$ cat config.mk
export PLATFORM = sky130hd
export DESIGN_NAME = fifo_fair_adjacent_pair_arbiter
export DESIGN_NICKNAME = d
export VERILOG_FILES = /design/src/hdl/fapa_pkg.sv /design/src/hdl/fifo_fair_adjacent_pair_arbiter.sv
export SDC_FILE = /design/constraint.sdc
export NUM_CORES = 1
export LEC_CHECK = 0
export BUFFER_PORTS_ARGS = -buffer_cell sky130_fd_sc_hd__buf_2
export CAP_MARGIN = 20
export CORE_UTILIZATION = 65
export DETAILED_ROUTE_END_ITERATION = 6
export PLACE_DENSITY = 0.83
export SLEW_MARGIN = 40
export SYNTH_ARGS = -nofsm -noshare
export SYNTH_HDL_FRONTEND = slang
export SYNTH_SLANG_ARGS = --single-unit
$ cat constraint.sdc
create_clock -name aclk -period 7 [get_ports aclk]
set_clock_uncertainty 0.1 [all_clocks]
set_input_delay 0.7 -clock aclk [delete_from_list [all_inputs] [get_ports aclk]]
set_output_delay 0.7 -clock aclk [all_outputs]
set_load 0.1 [all_outputs]
$ cat src/hdl/fapa_pkg.sv
// Shared codes, widths and limits of the adjacent-pair arbiter.
`timescale 1ns / 1ps

package fapa_pkg;

    // Fixed field widths
    localparam int WHO_W    = 4;
    localparam int CFG_W    = 5;
    localparam int ERR_W    = 2;
    localparam int S_DATA_W = 8;
    localparam int M_DATA_W = 8;

    // Size after reset
    localparam logic [CFG_W-1:0] RESET_SIZE = 5'd16;

    // Grants handed out per event at most
    localparam int MAX_GRANTS = 8;
    localparam int GRANT_W    = $clog2(MAX_GRANTS + 1);

    // Operation codes
    localparam logic OP_REQUEST = 1'b0;
    localparam logic OP_RELEASE = 1'b1;

    // Error codes
    localparam logic [ERR_W-1:0] ERR_OK      = 2'd0;
    localparam logic [ERR_W-1:0] ERR_DUP     = 2'd1;
    localparam logic [ERR_W-1:0] ERR_NO_HOLD = 2'd2;
    localparam logic [ERR_W-1:0] ERR_BAD_IDX = 2'd3;

    // One result on its way to the output register
    typedef struct packed {
        logic             granted;
        logic [WHO_W-1:0] grantee;
        logic             last;
        logic [ERR_W-1:0] error;
    } result_t;

endpackage

$ cat src/hdl/fifo_fair_adjacent_pair_arbiter.sv
// Top level: FIFO-fair arbiter for a ring of requesters sharing adjacent resource pairs.
`timescale 1ns / 1ps

// Requester i needs resources i and i+1 (mod N). A request (tuser 0) queues the
// requester; a release (tuser 1) frees its pair. After each valid event the queue
// head is granted as long as its pair is free, up to MAX_GRANTS per event, strictly
// first come, first served. Every event returns one or more results on the master
// side, tlast on the final one; a rejected event returns a single result with an
// error code. One event is handled at a time, and the master side can stall it;
// the pace is set by the single read port of the wait ring and the one eligibility
// check per queue head. A write to cfg_wdata sets the ring size (clamped to
// 2..MAX_REQUESTERS) and empties the queue and frees every resource.
module fifo_fair_adjacent_pair_arbiter #(
    parameter int MAX_REQUESTERS = 16
) (
    input  logic                          aclk,
    input  logic                          aresetn,
    // configuration
    input  logic                          cfg_we,
    input  logic [fapa_pkg::CFG_W-1:0]    cfg_wdata,      // num_requesters
    // event requests
    input  logic                          s_tvalid,
    output logic                          s_tready,
    input  logic [fapa_pkg::S_DATA_W-1:0] s_tdata,        // [3:0] requester
    input  logic                          s_tuser,        // operation
    // results
    output logic                          m_tvalid,
    input  logic                          m_tready,
    output logic [fapa_pkg::M_DATA_W-1:0] m_tdata,        // [3:0] grantee, [5:4] error
    output logic                          m_tuser,        // granted
    output logic                          m_tlast
);
    import fapa_pkg::*;

    localparam int MW = MAX_REQUESTERS;
    localparam int IW = (MAX_REQUESTERS > 1) ? $clog2(MAX_REQUESTERS) : 1;
    localparam int NW = $clog2(MAX_REQUESTERS + 1);
    localparam int CW = (NW > CFG_W) ? NW : CFG_W;

    localparam logic [1:0] ST_IDLE  = 2'd0;
    localparam logic [1:0] ST_CHECK = 2'd1;
    localparam logic [1:0] ST_READ  = 2'd2;
    localparam logic [1:0] ST_EVAL  = 2'd3;

    logic [1:0]         state_reg, state_next;
    logic [CFG_W-1:0]   num_reg, num_next;
    logic [IW-1:0]      ring_head_reg, ring_head_next;
    logic [NW-1:0]      ring_count_reg, ring_count_next;
    logic [MW-1:0]      busy_reg, busy_next;
    logic [MW-1:0]      holding_reg, holding_next;
    logic [MW-1:0]      queued_reg, queued_next;
    logic               op_reg, op_next;
    logic [WHO_W-1:0]   who_reg, who_next;
    logic [GRANT_W-1:0] grants_reg, grants_next;
    logic               pend_valid_reg, pend_valid_next;
    logic [WHO_W-1:0]   pend_who_reg, pend_who_next;
    logic               m_valid_reg, m_valid_next;
    result_t            m_res_reg, m_res_next;

    // wait ring storage
    logic [WHO_W-1:0]   wait_ring [MAX_REQUESTERS];
    logic [WHO_W-1:0]   rd_reg;
    logic               wr_en;
    logic [IW-1:0]      wr_ix;

    logic [NW-1:0]      n_size;
    logic               out_free;
    logic [IW-1:0]      who_ix, head_ix;
    logic [MW-1:0]      who_pair, head_pair, who_bit, head_bit;
    logic [NW:0]        tail_sum;
    logic               bad_idx, can_grant;

    // Mask of the two resources of a requester
    function automatic logic [MW-1:0] pair_mask(input logic [IW-1:0] ix,
                                                input logic [NW-1:0] n);
        logic [NW-1:0] nxt;
        logic [IW-1:0] nxt_ix;
        nxt    = NW'(ix) + NW'(1);
        nxt_ix = (nxt == n) ? IW'(0) : IW'(nxt);
        return (MW'(1) << ix) | (MW'(1) << nxt_ix);
    endfunction

    // Effective ring size
    always_comb begin
        if (CW'(num_reg) < CW'(2)) begin
            n_size = NW'(2);
        end else if (CW'(num_reg) > CW'(MAX_REQUESTERS)) begin
            n_size = NW'(MAX_REQUESTERS);
        end else begin
            n_size = NW'(num_reg);
        end
    end

    assign out_free  = !m_valid_reg || m_tready;
    assign who_ix    = IW'(who_reg);
    assign head_ix   = IW'(rd_reg);
    assign who_pair  = pair_mask(who_ix, n_size);
    assign head_pair = pair_mask(head_ix, n_size);
    assign who_bit   = MW'(1) << who_ix;
    assign head_bit  = MW'(1) << head_ix;
    assign bad_idx   = CW'(who_reg) >= CW'(n_size);
    assign can_grant = (ring_count_reg != '0) && (grants_reg != GRANT_W'(MAX_GRANTS))
                       && ((busy_reg & head_pair) == '0);

    // Tail slot: head + count, wrapped once at the ring size
    always_comb begin
        tail_sum = (NW+1)'(ring_head_reg) + (NW+1)'(ring_count_reg);
        if (tail_sum >= (NW+1)'(n_size)) begin
            tail_sum = tail_sum - (NW+1)'(n_size);
        end
        wr_ix = IW'(tail_sum);
    end

    // Sequencer
    always_comb begin
        state_next      = state_reg;
        num_next        = num_reg;
        ring_head_next  = ring_head_reg;
        ring_count_next = ring_count_reg;
        busy_next       = busy_reg;
        holding_next    = holding_reg;
        queued_next     = queued_reg;
        op_next         = op_reg;
        who_next        = who_reg;
        grants_next     = grants_reg;
        pend_valid_next = pend_valid_reg;
        pend_who_next   = pend_who_reg;
        m_valid_next    = m_valid_reg && !m_tready;
        m_res_next      = m_res_reg;
        wr_en           = 1'b0;

        case (state_reg)
            ST_IDLE: begin
                if (s_tvalid && s_tready) begin
                    op_next         = s_tuser;
                    who_next        = s_tdata[WHO_W-1:0];
                    grants_next     = '0;
                    pend_valid_next = 1'b0;
                    state_next      = ST_CHECK;
                end
            end
            ST_CHECK: begin
                // validate and apply the event
                if (bad_idx) begin
                    if (out_free) begin
                        m_valid_next = 1'b1;
                        m_res_next   = '{1'b0, '0, 1'b1, ERR_BAD_IDX};
                        state_next   = ST_IDLE;
                    end
                end else if (op_reg == OP_REQUEST) begin
                    if ((((queued_reg | holding_reg) & who_bit) != '0)
                        || (ring_count_reg >= n_size)) begin
                        if (out_free) begin
                            m_valid_next = 1'b1;
                            m_res_next   = '{1'b0, '0, 1'b1, ERR_DUP};
                            state_next   = ST_IDLE;
                        end
                    end else begin
                        wr_en           = 1'b1;
                        ring_count_next = ring_count_reg + NW'(1);
                        queued_next     = queued_reg | who_bit;
                        state_next      = ST_READ;
                    end
                end else begin
                    if ((holding_reg & who_bit) == '0) begin
                        if (out_free) begin
                            m_valid_next = 1'b1;
                            m_res_next   = '{1'b0, '0, 1'b1, ERR_NO_HOLD};
                            state_next   = ST_IDLE;
                        end
                    end else begin
                        holding_next = holding_reg & ~who_bit;
                        busy_next    = busy_reg & ~who_pair;
                        state_next   = ST_READ;
                    end
                end
            end
            ST_READ: begin
                // ring read of the current head settles
                state_next = ST_EVAL;
            end
            ST_EVAL: begin
                if (can_grant) begin
                    // previous grant goes out first, known not to be the last
                    if (!pend_valid_reg || out_free) begin
                        if (pend_valid_reg) begin
                            m_valid_next = 1'b1;
                            m_res_next   = '{1'b1, pend_who_reg, 1'b0, ERR_OK};
                        end
                        busy_next       = busy_reg | head_pair;
                        holding_next    = holding_reg | head_bit;
                        queued_next     = queued_reg & ~head_bit;
                        ring_head_next  = (NW'(ring_head_reg) + NW'(1) == n_size) ?
                                          '0 : ring_head_reg + IW'(1);
                        ring_count_next = ring_count_reg - NW'(1);
                        grants_next     = grants_reg + GRANT_W'(1);
                        pend_valid_next = 1'b1;
                        pend_who_next   = rd_reg;
                        state_next      = ST_READ;
                    end
                end else if (out_free) begin
                    m_valid_next = 1'b1;
                    if (pend_valid_reg) begin
                        m_res_next = '{1'b1, pend_who_reg, 1'b1, ERR_OK};
                    end else begin
                        m_res_next = '{1'b0, '0, 1'b1, ERR_OK};
                    end
                    pend_valid_next = 1'b0;
                    state_next      = ST_IDLE;
                end
            end
            default: begin
                state_next = ST_IDLE;
            end
        endcase

        // size change empties the ring
        if (cfg_we) begin
            num_next        = cfg_wdata;
            ring_head_next  = '0;
            ring_count_next = '0;
            busy_next       = '0;
            holding_next    = '0;
            queued_next     = '0;
            pend_valid_next = 1'b0;
            state_next      = ST_IDLE;
        end
    end

    // Control registers
    always_ff @(posedge aclk) begin
        if (!aresetn) begin
            state_reg      <= ST_IDLE;
            num_reg        <= RESET_SIZE;
            ring_head_reg  <= '0;
            ring_count_reg <= '0;
            busy_reg       <= '0;
            holding_reg    <= '0;
            queued_reg     <= '0;
            grants_reg     <= '0;
            pend_valid_reg <= 1'b0;
            m_valid_reg    <= 1'b0;
        end else begin
            state_reg      <= state_next;
            num_reg        <= num_next;
            ring_head_reg  <= ring_head_next;
            ring_count_reg <= ring_count_next;
            busy_reg       <= busy_next;
            holding_reg    <= holding_next;
            queued_reg     <= queued_next;
            grants_reg     <= grants_next;
            pend_valid_reg <= pend_valid_next;
            m_valid_reg    <= m_valid_next;
        end
    end

    // Payload registers
    always_ff @(posedge aclk) begin
        op_reg       <= op_next;
        who_reg      <= who_next;
        pend_who_reg <= pend_who_next;
        m_res_reg    <= m_res_next;
    end

    // Wait ring: one write port, registered read of the head slot
    always_ff @(posedge aclk) begin
        if (wr_en) begin
            wait_ring[wr_ix] <= who_reg;
        end
        rd_reg <= wait_ring[ring_head_reg];
    end

    assign s_tready = (state_reg == ST_IDLE) && aresetn;
    assign m_tvalid = m_valid_reg;
    assign m_tuser  = m_res_reg.granted;
    assign m_tlast  = m_res_reg.last;
    assign m_tdata  = {{(M_DATA_W - WHO_W - ERR_W){1'b0}}, m_res_reg.error,
                       m_res_reg.grantee};

endmodule

==> results_dict.tcl <==
set metrics [dict create \
    switching_share_pct 24.9 \
    netlist_area_sq_um 8350 \
    pre_cts_slack_ps 2150 \
    syn_inst 814 \
    largest_reg_flops 64 \
    die-area_sq_um 13300 \
    internal_power_mw 1.49 \
    fin_crit_ps 4870 \
    ctsResizeCount 0 \
    power_frac_seq_pct 48.7 \
    drt_iter0_markers 806 \
    cp_common_cell "ha_1" \
    fin_cells 1003 \
    timing.final.crit_share_pct 69.5 \
    final.setup.tns_ps 0 \
    cp_max_fo 37 \
    core_sq_um 12600 \
    avgSynthCellArea_sq_um 10.3 \
    die_w_um 115 \
    layout.nets 876 \
    timing.final.ws_setup_ps 2130 \
    numClockSinks 155 \
    holdBufCountCts 0 \
    start_util_pct 66.4 \
    io_buffer_count 24 \
    wl_um 21500 \
    end_kind "flip-flop" \
    vias 6857 \
    drv_cap 0 \
    peakVddDrop_mv 0.181 \
    crit_arrival_ps 5090 \
    drive_above_1_share_pct 14.7 \
    overflow 0 \
    p_clk_share_pct 45.7 \
    async_flop_share_pct 0 \
    rrSetupSlack_ps 2130 \
    setup_viol 0 \
    drv_slew 0 \
    hold_class "input pin to flip-flop" \
    cp-start-kind "flip-flop" \
    wl_per_cell_um 21.5 \
    cp.required_ps 7230 \
    yosys_most_used_dff "edfxtp_1" \
    postCtsSetupRepairBufs 0 \
    numCtsBuffers 17 \
    wl_met3_um 2190 \
    h-tree-depth 4 \
    antenna_found_initial 0 \
    rsz0062_at_grt "no" \
    fill_cells 870 \
    place_congestion 0.932 \
    regMostFlops "wait_ring" \
    hold_viol_final 0 \
    cts.clk_slew.worst_paths_ps 60 \
    fp-row-count 41 \
    synth-compound-area-share_pct 16.6 \
    slew_headroom_pct 45.1 \
    critPathBufInv 1 \
    powerDensity_nw_per_um2 218 \
    comb_power_share_pct 5.6 \
    synth-seq-cells 155 \
    synthMuxAreaShare_pct 7.63 \
    path_class "flip-flop to flip-flop" \
    routed_via_density 6.84 \
    synth_top_family_by_area "compound AO/OA/AOI/OAI gates" \
    power.switching_mw 0.494 \
    grt_max_degree 58 \
    yosys_warnings 0 \
    worst_pin_slew_ps 823 \
    insertion_delay_ps 440 \
    syn2layout_area_growth_pct 9.26 \
    critPathTopFamily "simple AND/OR/NAND/NOR gates" \
    yosysUniqueCellTypes 73 \
    ys_seq_area_share_pct 46.9 \
    wl_met1_um 8580 \
    antenna_cells 0 \
    synth_enable_flop_cells 81 \
    leakage_nw 3.19 \
    grt_pass1_wl_um 33600 \
    routed.top_layer "met4" \
    dr.pass1.iters 6 \
    wl_met2_um 10100 \
    cts-root-buf "clkbuf_16" \
    dpl.cell_count 970 \
    clockBufferDepth 2 \
    grt_pass1_vias 6509 \
    critPathSlowestCell "dfxtp_1" \
    synthAdderAreaFrac_pct 6.12 \
    place_hpwl_um 14900 \
    grt_usage_pct 34.1 \
    ant_nets 0 \
    synth-simple-area-share_pct 16.1 \
    fp.dieH_um 115 \
    status "finished clean" \
    remaining_drc_errors 0 \
    cts_tree "yes" \
    crit_chain "ha_1 -> ha_1 -> xnor2_1 -> or4_1 -> o211ai_1 -> or2_2 -> nand4_1 -> or3_1 -> inv_2 -> nand3_1 -> a31o_2" \
    total_power_mw 1.99 \
    synthXorXnorAreaFrac_pct 2.58 \
    cp_slowest_stage_delay_ps 750 \
    max_clock_freq_mhz 206 \
    pin_count 31 \
]
worst register-to-register path, stage by stage (launching register included):
cell and delay, ps:
dfxtp_1 750, ha_1 340, ha_1 410, xnor2_1 210, or4_1 430, o211ai_1 490
or2_2 220, nand4_1 130, or3_1 510, inv_2 580, nand3_1 280, a31o_2 310
worst paths after layout:
| kind | cells after the start | end | startpoint |
|---|---|---|---|
| setup / recovery | 11 | queued_reg[7] | head_ix[0] |
| hold reg to reg | 1 | queued_reg[15] | queued_reg[15] |
| hold / removal | 1 | who_ix[1] | s_tdata[1] |
| setup reg to reg | 11 | queued_reg[7] | head_ix[0] |
logic make-up after synthesis:
family	count (synthesis)
and+or+nand+nor	262
AOI/OAI and AO/OA	216
DFF	155
buffers and inverters	80
adders and majority gates	39
muxes	38
xor gates and xnor gates	23
other	1
layout make-up:
type	instances	area, sq um	area share (%)
clock buffers	17	425	4.66
clock inverters	15	159	1.74
inverters	32	120	1.32
multi-input cells	580	4110	45.0
flip-flops and latches	155	3920	42.9
well taps	172	215	2.36
repair buffers	32	180	1.98
placed cells by master, fill, tap and decap left out, types with 6 or more instances in the layout:
cell type,instances
a21o_1,10
o21ai_0,64
a21oi_1,58
nand3_1,37
a211oi_1,17
xnor2_1,16
nand2b_1,9
inv_1,30
nor2_1,56
ha_1,36
xor2_1,6
edfxtp_1,81
a31oi_1,8
dfxtp_1,73
mux2i_1,13
nand3b_1,9
a31o_2,16
nand4_1,6
buf_2,24
o211ai_1,7
nor3_1,25
buf_4,7
nand2_1,60
mux4_2,20
clkbuf_16,17
or3_1,7
nor2b_1,12
Yosys cell counts, types with 6 or more instances:
cell type,number,area share (%)
o21ai_0,64,3.8
clkbuf_1,35,1.6
or3_1,8,0.60
nand4_1,6,0.45
nor2_1,56,2.5
a31o_2,16,1.7
nand2_1,60,2.7
nand3b_1,9,0.81
xnor2_1,16,1.7
ha_1,36,5.4
a21o_1,10,0.90
o211ai_1,7,0.63
mux2i_1,13,1.6
nor2b_1,12,0.90
a31oi_1,8,0.60
inv_1,30,1.3
a21oi_1,58,3.5
mux4_2,20,5.4
nor3_1,25,1.5
nand2b_1,10,0.75
dfxtp_1,74,18
xor2_1,6,0.63
buf_4,6,0.54
nand3_1,37,2.2
a211oi_1,17,1.5
edfxtp_1,81,29
routing by layer:
layer	vias up	GRT usage [%]
met2	452	53.5
met3	77	7.22
met4	0	17.7
li1	3047	-
met1	3281	44.8
met5	-	0
through the flow:
stage	hold WS [ps]	cell area, sq um	util, %
after global placement	361	8520	67.8
after floorplan	350	8350	-
final	333	9120	72.6
after CTS	322	9110	72.5
after global routing	326	9120	72.6
after detailed placement	366	8530	67.9
power by group through the flow:
stage               sequential (mW)  clock (mW)  combinational [mW]
floorplan                     0.991           0              0.0755
global placement              0.988           0               0.103
detailed placement            0.988           0               0.108
CTS                           0.968       0.915               0.108
global route                  0.969       0.948               0.120
finish                        0.969       0.908               0.112
Power figures use the tool's default switching activity.
